File: src/rtl/core/i2cmbs_pkg.sv
`default_nettype none

package i2cmbs_pkg;

   localparam int NUM_BUSES = 2;

   typedef enum logic [2:0] {
      CMD_INIT  = 3'd0,
      CMD_START = 3'd1,
      CMD_STOP  = 3'd2,
      CMD_WRITE = 3'd3,
      CMD_READ  = 3'd4,
      CMD_TICK  = 3'd5,
      CMD_IDLE  = 3'd7
   } cmd_type;

   typedef enum logic [1:0] {
      STATUS_OK       = 2'd0,
      STATUS_STUCK    = 2'd1,
      STATUS_REJECTED = 2'd2
   } status_type;

   // ticks each command waits for
   localparam logic [4:0] TICKS_INIT  = 5'd2;
   localparam logic [4:0] TICKS_START = 5'd2;
   localparam logic [4:0] TICKS_STOP  = 5'd3;
   localparam logic [4:0] TICKS_WRITE = 5'd18;
   localparam logic [4:0] TICKS_READ  = 5'd19;

   typedef struct packed {
      status_type              status;
      logic                    acked;
      logic [7:0]              read_data;
      logic                    done_res;
      logic                    busy_res;
      logic [NUM_BUSES-1:0]    sda_pulls;
      logic [NUM_BUSES-1:0]    scl_lines;
   } result_type;

endpackage

`default_nettype wire

File: src/rtl/core/i2c_master_byte_sequencer_unit.sv
// A result is registered in the output register, or in the skid entry while the
// output register holds an unread result. One request is taken per cycle while
// req_tready is high; a two-entry output stage (register plus skid) decouples rsp stalls.
// req_tready drops only while both output entries are full or reset is high.
// Reset (synchronous, active high): SCL released high, SDA released, sequencer
// idle, output stage empty.
`default_nettype none

module i2c_master_byte_sequencer_unit (
   input  wire logic        clock,
   input  wire logic        reset,
   input  wire logic        req_tvalid,
   output logic             req_tready,
   input  wire logic [15:0] req_tdata,  // bus, write_data[7:0], send_ack, sda_level, zero pad
   input  wire logic [2:0]  req_tuser,  // command
   output logic             rsp_tvalid,
   input  wire logic        rsp_tready,
   output logic [23:0]      rsp_tdata   // scl_lines[1:0], sda_pulls[1:0], busy_res, done_res,
                                        // read_data[7:0], acked, status[1:0], zero pad
);

   localparam int NB = i2cmbs_pkg::NUM_BUSES;

   logic [NB-1:0]         scl_ff, scl_in;
   logic [NB-1:0]         pull_ff, pull_in;
   i2cmbs_pkg::cmd_type   active_ff, active_in;
   logic                  bus_ff, bus_in;
   logic [4:0]            step_ff, step_in;
   logic [7:0]            shift_ff, shift_in;
   logic                  ackreq_ff, ackreq_in;

   i2cmbs_pkg::result_type out_ff, skid_ff, res;
   logic                   out_valid_ff, skid_valid_ff;

   logic                 accept, pop;
   i2cmbs_pkg::cmd_type  cmd;
   logic                 req_bus, req_ack, req_sda;
   logic [7:0]           req_wdata;
   logic                 busy;
   logic [4:0]           t;
   logic [4:0]           total;
   logic [NB-1:0]        m;
   logic                 done, acked;
   logic [7:0]           rdata;
   i2cmbs_pkg::status_type status;

   assign cmd       = i2cmbs_pkg::cmd_type'(req_tuser);
   assign req_bus   = req_tdata[0];
   assign req_wdata = req_tdata[8:1];
   assign req_ack   = req_tdata[9];
   assign req_sda   = req_tdata[10];

   assign req_tready = !skid_valid_ff && !reset;
   assign accept     = req_tvalid && req_tready;
   assign pop        = out_valid_ff && rsp_tready;
   assign busy       = active_ff != i2cmbs_pkg::CMD_IDLE;
   assign t          = step_ff + 5'd1;

   always_comb begin
      case (active_ff)
         i2cmbs_pkg::CMD_INIT:  total = i2cmbs_pkg::TICKS_INIT;
         i2cmbs_pkg::CMD_START: total = i2cmbs_pkg::TICKS_START;
         i2cmbs_pkg::CMD_STOP:  total = i2cmbs_pkg::TICKS_STOP;
         i2cmbs_pkg::CMD_WRITE: total = i2cmbs_pkg::TICKS_WRITE;
         default:               total = i2cmbs_pkg::TICKS_READ;
      endcase
   end

   always_comb begin
      scl_in    = scl_ff;
      pull_in   = pull_ff;
      active_in = active_ff;
      bus_in    = bus_ff;
      step_in   = step_ff;
      shift_in  = shift_ff;
      ackreq_in = ackreq_ff;
      done      = 1'b0;
      acked     = 1'b0;
      rdata     = 8'd0;
      status    = i2cmbs_pkg::STATUS_OK;
      m         = NB'(1) << bus_ff;

      case (cmd)
         i2cmbs_pkg::CMD_INIT, i2cmbs_pkg::CMD_START, i2cmbs_pkg::CMD_STOP,
         i2cmbs_pkg::CMD_WRITE, i2cmbs_pkg::CMD_READ: begin
            if (busy) begin
               status = i2cmbs_pkg::STATUS_REJECTED;
            end else begin
               m         = NB'(1) << req_bus;
               active_in = cmd;
               bus_in    = req_bus;
               step_in   = 5'd0;
               shift_in  = 8'd0;
               ackreq_in = req_ack;
               case (cmd)
                  i2cmbs_pkg::CMD_INIT: begin
                     scl_in  = scl_ff | m;
                     pull_in = pull_ff & ~m;
                  end
                  i2cmbs_pkg::CMD_START: scl_in = scl_ff | m;
                  i2cmbs_pkg::CMD_WRITE: begin
                     shift_in = req_wdata;
                     scl_in   = scl_ff & ~m;
                     pull_in  = req_wdata[7] ? (pull_ff & ~m) : (pull_ff | m);
                  end
                  default: scl_in = scl_ff & ~m;
               endcase
            end
         end
         i2cmbs_pkg::CMD_TICK: begin
            if (busy) begin
               step_in = t;
               case (active_ff)
                  i2cmbs_pkg::CMD_INIT: begin
                     if (t >= 5'd2 && !req_sda) status = i2cmbs_pkg::STATUS_STUCK;
                  end
                  i2cmbs_pkg::CMD_START: begin
                     if (t == 5'd1) pull_in = pull_ff | m;
                  end
                  i2cmbs_pkg::CMD_STOP: begin
                     if (t == 5'd1) begin
                        pull_in = pull_ff | m;
                        scl_in  = scl_ff | m;
                     end else if (t == 5'd2) begin
                        pull_in = pull_ff & ~m;
                     end
                  end
                  i2cmbs_pkg::CMD_WRITE: begin
                     if (t <= 5'd15 && t[0]) begin
                        scl_in = scl_ff | m;
                     end else if (t <= 5'd14) begin
                        // next data bit; t/2 runs 1..7, so bit index is ~t[3:1]
                        scl_in  = scl_ff & ~m;
                        pull_in = shift_ff[~t[3:1]] ? (pull_ff & ~m) : (pull_ff | m);
                     end else if (t == 5'd16) begin
                        scl_in = scl_ff & ~m;
                     end else if (t == 5'd17) begin
                        pull_in = pull_ff & ~m;
                        scl_in  = scl_ff | m;
                     end else begin
                        acked = !req_sda;
                     end
                  end
                  default: begin
                     if (t == 5'd1) begin
                        pull_in = pull_ff & ~m;
                     end else if (t <= 5'd17 && t[0]) begin
                        shift_in = {shift_ff[6:0], req_sda};
                        scl_in   = scl_ff & ~m;
                        if (t == 5'd17)
                           pull_in = ackreq_ff ? (pull_ff | m) : (pull_ff & ~m);
                     end else if (t <= 5'd18) begin
                        scl_in = scl_ff | m;
                     end else begin
                        rdata = shift_ff;
                     end
                  end
               endcase
               if (t >= total) begin
                  done      = 1'b1;
                  active_in = i2cmbs_pkg::CMD_IDLE;
                  step_in   = 5'd0;
               end
            end
         end
         default: ;
      endcase

      res.scl_lines = scl_in;
      res.sda_pulls = pull_in;
      res.busy_res  = active_in != i2cmbs_pkg::CMD_IDLE;
      res.done_res  = done;
      res.read_data = rdata;
      res.acked     = acked;
      res.status    = status;
   end

   always_ff @(posedge clock) begin
      if (reset) begin
         scl_ff    <= '1;
         pull_ff   <= '0;
         active_ff <= i2cmbs_pkg::CMD_IDLE;
         bus_ff    <= 1'b0;
         step_ff   <= 5'd0;
         shift_ff  <= 8'd0;
         ackreq_ff <= 1'b0;
      end else if (accept) begin
         scl_ff    <= scl_in;
         pull_ff   <= pull_in;
         active_ff <= active_in;
         bus_ff    <= bus_in;
         step_ff   <= step_in;
         shift_ff  <= shift_in;
         ackreq_ff <= ackreq_in;
      end
   end

   // output register with one skid entry behind it
   always_ff @(posedge clock) begin
      if (reset) begin
         out_valid_ff  <= 1'b0;
         skid_valid_ff <= 1'b0;
      end else if (skid_valid_ff) begin
         if (pop) begin
            out_valid_ff  <= 1'b1;
            skid_valid_ff <= 1'b0;
         end
      end else if (accept) begin
         if (!out_valid_ff || pop) out_valid_ff <= 1'b1;
         else skid_valid_ff <= 1'b1;
      end else if (pop) begin
         out_valid_ff <= 1'b0;
      end
   end

   always_ff @(posedge clock) begin
      if (skid_valid_ff) begin
         if (pop) out_ff <= skid_ff;
      end else if (accept) begin
         if (!out_valid_ff || pop) out_ff <= res;
         else skid_ff <= res;
      end
   end

   assign rsp_tvalid = out_valid_ff;
   assign rsp_tdata  = {7'd0, out_ff};

`ifndef NO_ASSERTIONS
   a_skid_behind_out: assert property (@(posedge clock) disable iff (reset)
      skid_valid_ff |-> out_valid_ff)
      else $error("skid entry holds a result while the output register is empty");

   a_idle_step_zero: assert property (@(posedge clock) disable iff (reset)
      !busy |-> step_ff == 5'd0)
      else $error("step count nonzero while idle");

   a_step_bound: assert property (@(posedge clock) disable iff (reset)
      step_ff < i2cmbs_pkg::TICKS_READ)
      else $error("step count ran past the longest command");

   a_reject_keeps: assert property (@(posedge clock) disable iff (reset)
      accept && busy && req_tuser <= i2cmbs_pkg::CMD_READ |=>
         $stable(active_ff) && $stable(step_ff))
      else $error("rejected command changed sequencer state");
`endif

endmodule

`default_nettype wire
File: config.mk
export PLATFORM = sky130hd
export DESIGN_NAME = i2c_master_byte_sequencer_unit
export DESIGN_NICKNAME = d
export VERILOG_FILES = /design/src/rtl/core/i2cmbs_pkg.sv /design/src/rtl/core/i2c_master_byte_sequencer_unit.sv
export SDC_FILE = /design/constraint.sdc
export NUM_CORES = 1
export LEC_CHECK = 0
export BUFFER_PORTS_ARGS = -buffer_cell sky130_fd_sc_hd__buf_2
export CORE_ASPECT_RATIO = 0.75
export CORE_MARGIN = 2
export CORE_UTILIZATION = 37
export DETAILED_ROUTE_END_ITERATION = 6
export HOLD_SLACK_MARGIN = 0.15
export PLACE_DENSITY = 0.54
export SYNTH_ARGS = -nofsm -noshare
export SYNTH_HDL_FRONTEND = slang
export SYNTH_SLANG_ARGS = --single-unit
File: constraint.sdc
create_clock -name clock -period 5.4 [get_ports clock]
set_clock_uncertainty 0.15 [all_clocks]
set_input_delay 0.54 -clock clock [delete_from_list [all_inputs] [get_ports clock]]
set_output_delay 0.54 -clock clock [all_outputs]
set_load 0.02 [all_outputs]
# After elaboration in Yosys (flattened, before gate mapping)
# Cells that the tools add are included.
[word_totals]
ff_bits = 58
in_bits = 23
out_inout_bits = 26
wordCells = 178
[classes]
add_sub_neg = 1
order_cmp = 7
n_eq_ne = 21
shift = 2
n_mux = 83
n_bitwise = 14
reduce_logical = 27
[ops]
columns = ["op", "n"]
rows = [
  ["8-bit two-way mux", 12],
  ["17-bit two-way mux", 4],
  ["2-bit two-way mux", 27],
  ["1-bit two-way mux", 23],
  ["2-bit case mux with 2 select lines", 4],
  ["8-bit case mux with 2 select lines", 1],
  ["5-bit two-way mux", 3],
  ["5-bit case mux with 3 select lines", 1],
  ["3-bit by 2-bit == test with 1-bit output, second input constant", 4],
  ["3-bit AND reduction", 4],
  ["5-bit == test, second input constant", 2],
  ["5-bit by 4-bit less-or-equal comparator with 1-bit output, second input constant", 2],
  ["5-bit less-or-equal comparator, second input constant", 2],
  ["2-bit inequality test, second input constant", 5],
  ["5-bit case mux with 2 select lines", 1],
  ["3-bit two-way mux", 3],
  ["2-bit AND", 4],
  ["2-bit bitwise OR", 4],
  ["2-bit case mux with 4 select lines", 1],
  ["2-bit nonzero test", 4],
  ["7-bit AND reduction", 1],
  ["3-bit by 1-bit == test with 1-bit output, second input constant", 2],
  ["3-bit == test, second input constant", 2],
  ["1-bit logical AND", 6],
  ["other kinds (23)", 33],
]

# Longest topological paths before layout
[logic_depth]
word_depth = 13
mapped_depth = 11
ltp_nobuf = 9

# Worst setup path before layout
# No wires, ideal clock.
[synth_path]
kind = "flip-flop to flip-flop"
startpoint = "reg step_ff[0]"
endpoint = "reg out_ff (netlist bit rsp_tdata[10]), data pin"
setup_ns = 0.260
arrival_time_ns = 2.476
required_ns = 4.990
setup_slack_ns = 2.514
stages_incl_launch_ff = 12
n_path_buf = 3
synth_period_minus_slack_ns = 2.886
path_cell_list = "dfxtp_1 -> buf_2 -> buf_2 -> inv_1 -> ha_1 -> buf_2 -> nor2b_1 -> a2111oi_2 -> or3_1 -> a211oi_2 -> and2_1 -> mux2_2"
[synth_between]
elab_chain_len = 11
word_cells_on_any_way = 14
cone_classes = "1 x add/sub; 2 x order compare; 1 x eq/ne; 9 x mux; 1 x reduce/logical"
[synth_lines]
columns = ["element", "line_no", "source"]
rows = [
  ["start: declaration", "i2c_master_byte_sequencer_unit.sv:28", "logic [4:0] step_ff, step_in;"],
  ["start signal: assignment", "i2c_master_byte_sequencer_unit.sv:192", "step_ff <= step_in;"],
  ["5-bit by 1-bit adder with 5-bit output *", "i2c_master_byte_sequencer_unit.sv:57", "assign t = step_ff + 5'd1;"],
  ["5-bit less-or-equal comparator, on equally long branches", "i2c_master_byte_sequencer_unit.sv:152, i2c_master_byte_sequencer_unit.sv:147", ""],
  ["8-bit two-way mux or 1-bit logical AND (tied branches)", "i2c_master_byte_sequencer_unit.sv:152, i2c_master_byte_sequencer_unit.sv:147", ""],
  ["8-bit two-way mux", "i2c_master_byte_sequencer_unit.sv:147", "end else if (t <= 5'd17 && t[0]) begin"],
  ["8-bit two-way mux *", "i2c_master_byte_sequencer_unit.sv:145", "if (t == 5'd1) begin"],
  ["8-bit two-way mux *", "i2c_master_byte_sequencer_unit.sv:113", "case (active_ff)"],
  ["8-bit two-way mux *", "i2c_master_byte_sequencer_unit.sv:111", "if (busy) begin"],
  ["8-bit two-way mux *", "i2c_master_byte_sequencer_unit.sv:83", "case (cmd)"],
  ["named net rdata[4]", "i2c_master_byte_sequencer_unit.sv:44", "logic [7:0] rdata;"],
  ["17-bit two-way mux *", "i2c_master_byte_sequencer_unit.sv:220", "if (!out_valid_ff || pop) out_ff <= res;"],
  ["17-bit two-way mux *", "i2c_master_byte_sequencer_unit.sv:219", "end else if (accept) begin"],
  ["17-bit two-way mux *", "i2c_master_byte_sequencer_unit.sv:217", "if (skid_valid_ff) begin"],
  ["end signal: assignment", "i2c_master_byte_sequencer_unit.sv:218", "if (pop) out_ff <= skid_ff;"],
  ["end signal: assignment", "i2c_master_byte_sequencer_unit.sv:220", ""],
  ["end: declaration", "i2c_master_byte_sequencer_unit.sv:32", "i2cmbs_pkg::result_type out_ff, skid_ff, res;"],
]
# The timed path passes the listed nets; every way through them passes the cells marked *. The select of a mux whose other input is x is not followed.
# A chain may end at the register's enable or synchronous reset.

# Worst setup path in the final report
[layout_path]
startpoint = "reg step_ff[0]"
endpoint = "reg out_ff (netlist bit rsp_tdata[2]), data pin"
[layout_between]
elab_chain_len = 13
word_cells_on_any_way = 30
cone_classes = "1 x add/sub; 3 x order compare; 4 x eq/ne; 19 x mux; 1 x bitwise; 2 x reduce/logical"
[layout_lines]
columns = ["element", "line_no", "source"]
rows = [
  ["5-bit by 1-bit adder with 5-bit output *", "i2c_master_byte_sequencer_unit.sv:57", ""],
  ["3-bit NOT", "i2c_master_byte_sequencer_unit.sv:134", "pull_in = shift_ff[~t[3:1]] ? (pull_ff & ~m) : (pull_ff | m);"],
  ["1-bit binary-select mux with 3-bit select", "i2c_master_byte_sequencer_unit.sv:134", ""],
  ["1-bit two-way mux (implied by the code)", "i2c_master_byte_sequencer_unit.sv:134", ""],
  ["2-bit two-way mux", "i2c_master_byte_sequencer_unit.sv:134", ""],
  ["2-bit two-way mux", "i2c_master_byte_sequencer_unit.sv:131", "end else if (t <= 5'd14) begin"],
  ["2-bit two-way mux", "i2c_master_byte_sequencer_unit.sv:129", "if (t <= 5'd15 && t[0]) begin"],
  ["2-bit case mux with 4 select lines *", "i2c_master_byte_sequencer_unit.sv:113", ""],
  ["2-bit two-way mux *", "i2c_master_byte_sequencer_unit.sv:111", ""],
  ["2-bit case mux with 2 select lines *", "i2c_master_byte_sequencer_unit.sv:83", ""],
  ["17-bit two-way mux *", "i2c_master_byte_sequencer_unit.sv:220", ""],
  ["17-bit two-way mux *", "i2c_master_byte_sequencer_unit.sv:219", ""],
  ["17-bit two-way mux *", "i2c_master_byte_sequencer_unit.sv:217", ""],
]
# Mark *: on every way between the ends. The rest lies on a longest branch, timed or not. The select of a mux whose other input is x is not followed.

==> metrics.yaml <==
cts_tree: "done"
die_h_microns: 94.3
ys_types: 81
synth_edf_count: 34
finalCritPeriodShare_pct: 69.6
power_switching_uw: 339
syn_area_per_cell_sq_um: 9.02
hold_viol: 0
viasPerCell: 6.16
rsz0062_at_grt: "no"
cellLeakagePower_nw: 1.65
drt_pass1_iterations: 6
yosysTopAreaCell: "edfxtp_1"
relSlewSlack_pct: 31.6
critPathRequiredTime_ns: 5.30
dr_total_vias: 3683
die_area_sq_um: 11700
yosysSeqAreaShare_pct: 37.3
worst_slew_pin_slew_ns: 1.03
layout-drive-gt1-share_pct: 19.5
rows: 32
slowest_delay_ns: 0.86
drtIter0Drc: 375
grt_antenna_before_repair: 0
clk_pin_slew_worst_paths_ns: 0.05
switching_share_pct: 27.4
htreeDepth: 3
fin_area_sq_um: 4480
startpoint_type: "flip-flop"
clock_latency_ns: 0.33
yosys_warnings: 0
drc_errors: 0
syn_inst: 446
grt_remaining_overflow: 0
netlist_area_sq_um: 4020
hp-class: "primary input to flip-flop"
num_io_pins: 49
cts_root_buffer: "clkbuf_16"
grt_max_degree: 23
final-setup-viol-count: 0
synth_top_area_share_pct: 25.4
ir_drop_uv: 160
critPathArrivalTime_ns: 3.66
path_cells: "ha_1, nand2_1, o21ai_2, a22o_1, a2111oi_0, o31ai_1, a2bb2oi_1"
track_usage_pct: 20.6
comb_power_share_pct: 13.4
core-area_sq_um: 10500
die_w_microns: 124
diodes: 0
slew_viol_final: 0
start_util_pct: 38.5
end_kind: "flip-flop"
p_total_mw: 1.24
critPathTopFamily: "compound AO/OA/AOI/OAI gates"
port_buffers: 36
nets: 487
placed_cell_area_sq_um: 4190
routed_wl_microns: 11700
grt_pass1_wl_microns: 19000
cts_made_buffers: 9
setup_tns_ns: 0
most-common-layout-cells: "nand2_1, buf_2, edfxtp_1, nor2_1, a21oi_1"
holdBufCountCts: 0
internal-power_uw: 896
cp_slowest_cell: "dfxtp_1"
clock_path_buffers: 2
power_density_nw_per_um2: 276
pwr-share-seq_pct: 41.2
syn2layout_area_growth_pct: 11.4
post_cts_buffers: 0
synthFlopType: "edfxtp_1"
status: "complete, no violations"
cts.repair.resized: 0
clock.fmax_ghz: 0.266
fin_crit_ns: 3.76
avgRoutedWirePerCell_microns: 19.6
critPathKind: "flip-flop to flip-flop"
dp_hpwl_microns: 8540
p_clk_share_pct: 45.4
worstPathMaxFanout: 21
final_common_cell: "nand2_1"
synth_seq_cells: 58
place_congestion: 0.925
postRouteAntennaNets: 0
grt_pass1_vias: 3460
critPathBufInv: 0
cap_viol_max_count: 0
synthTopCellsByArea: "edfxtp_1, dfxtp_1, mux2_2, nand2_1, a21oi_1"
async_reset_ff_share_pct: 0
cts_sinks: 58
area by class of cell:
cell class                 instances  area, sq um
timing repair buffer              36          180
sequential                        58         1500
multi-input combinational        336         2280
clock buffer                       9          225
fill                            1045         5970
clock inverter                     7         70.1
tap                              136          170
inverter                          16         60.1
cell usage after synthesis (12+ instances only):
cell type	count
a21oi_1	26
and2_1	15
buf_2	12
clkbuf_1	16
dfxtp_1	24
edfxtp_1	34
inv_1	14
mux2_2	15
nand2_1	38
nand3_1	16
nor2_1	31
nor3_1	12
o21ai_0	19
through the flow:
step | cells | util, % | hold WS (ns) | setup WS (ns)
finish | 598 | 42.9 | 0.263 | 1.64
global route | 598 | 42.9 | 0.254 | 1.33
CTS | 598 | 42.9 | 0.248 | 1.76
detailed placement | 582 | 40.1 | 0.352 | 1.78
global placement | 582 | 40.1 | 0.339 | 1.77
floorplan | 452 | - | 0.313 | 2.51
worst paths after layout:
path	from	to	slack, ns	cells after the start
max	step_ff[0]	rsp_tdata[2]	1.64	7
min	rsp_tready	skid_valid_ff	0.26	2
max reg2reg	step_ff[0]	rsp_tdata[2]	1.64	7
min reg2reg	shift_ff[7]	shift_ff[7]	0.36	2
power groups by stage:
stage | combinational, mW | clock (mW) | sequential (mW)
floorplan | 0.122 | 0 | 0.513
CTS | 0.163 | 0.575 | 0.508
global route | 0.183 | 0.597 | 0.511
global placement | 0.162 | 0 | 0.517
detailed placement | 0.163 | 0 | 0.517
finish | 0.166 | 0.561 | 0.509
flip-flops by register name (all words and copies together), names as in the netlist:
name	flops
rsp_tdata	17
skid_ff	17
shift_ff	8
step_ff	5
active_ff	3
pull_ff	2
scl_ff	2
ackreq_ff	1
bus_ff	1
rsp_tvalid	1
skid_valid_ff	1
logic make-up after synthesis:
group	after synthesis	share of synthesized area, %
XOR/XNOR	3	0.840
multiplexers	22	6.25
AND/OR/NAND/NOR	151	19.8
AO/OA/AOI/OAI	146	26.7
adder cells (fa/ha/maj)	7	2.18
buffers and inverters	58	6.84
flip-flops	58	37.3
other	1	0.0932
layer usage:
| layer | GRT usage, % | vias to the layer above | routed length [microns] |
|---|---|---|---|
| li1 | - | 1724 | - |
| met1 | 29.9 | 1731 | 5470 |
| met2 | 29.0 | 210 | 4850 |
| met3 | 6.38 | 18 | 1190 |
| met4 | 6.37 | 0 | 193 |
| met5 | 0 | - | 0 |
No activity file was read; power rests on OpenSTA's default activity.
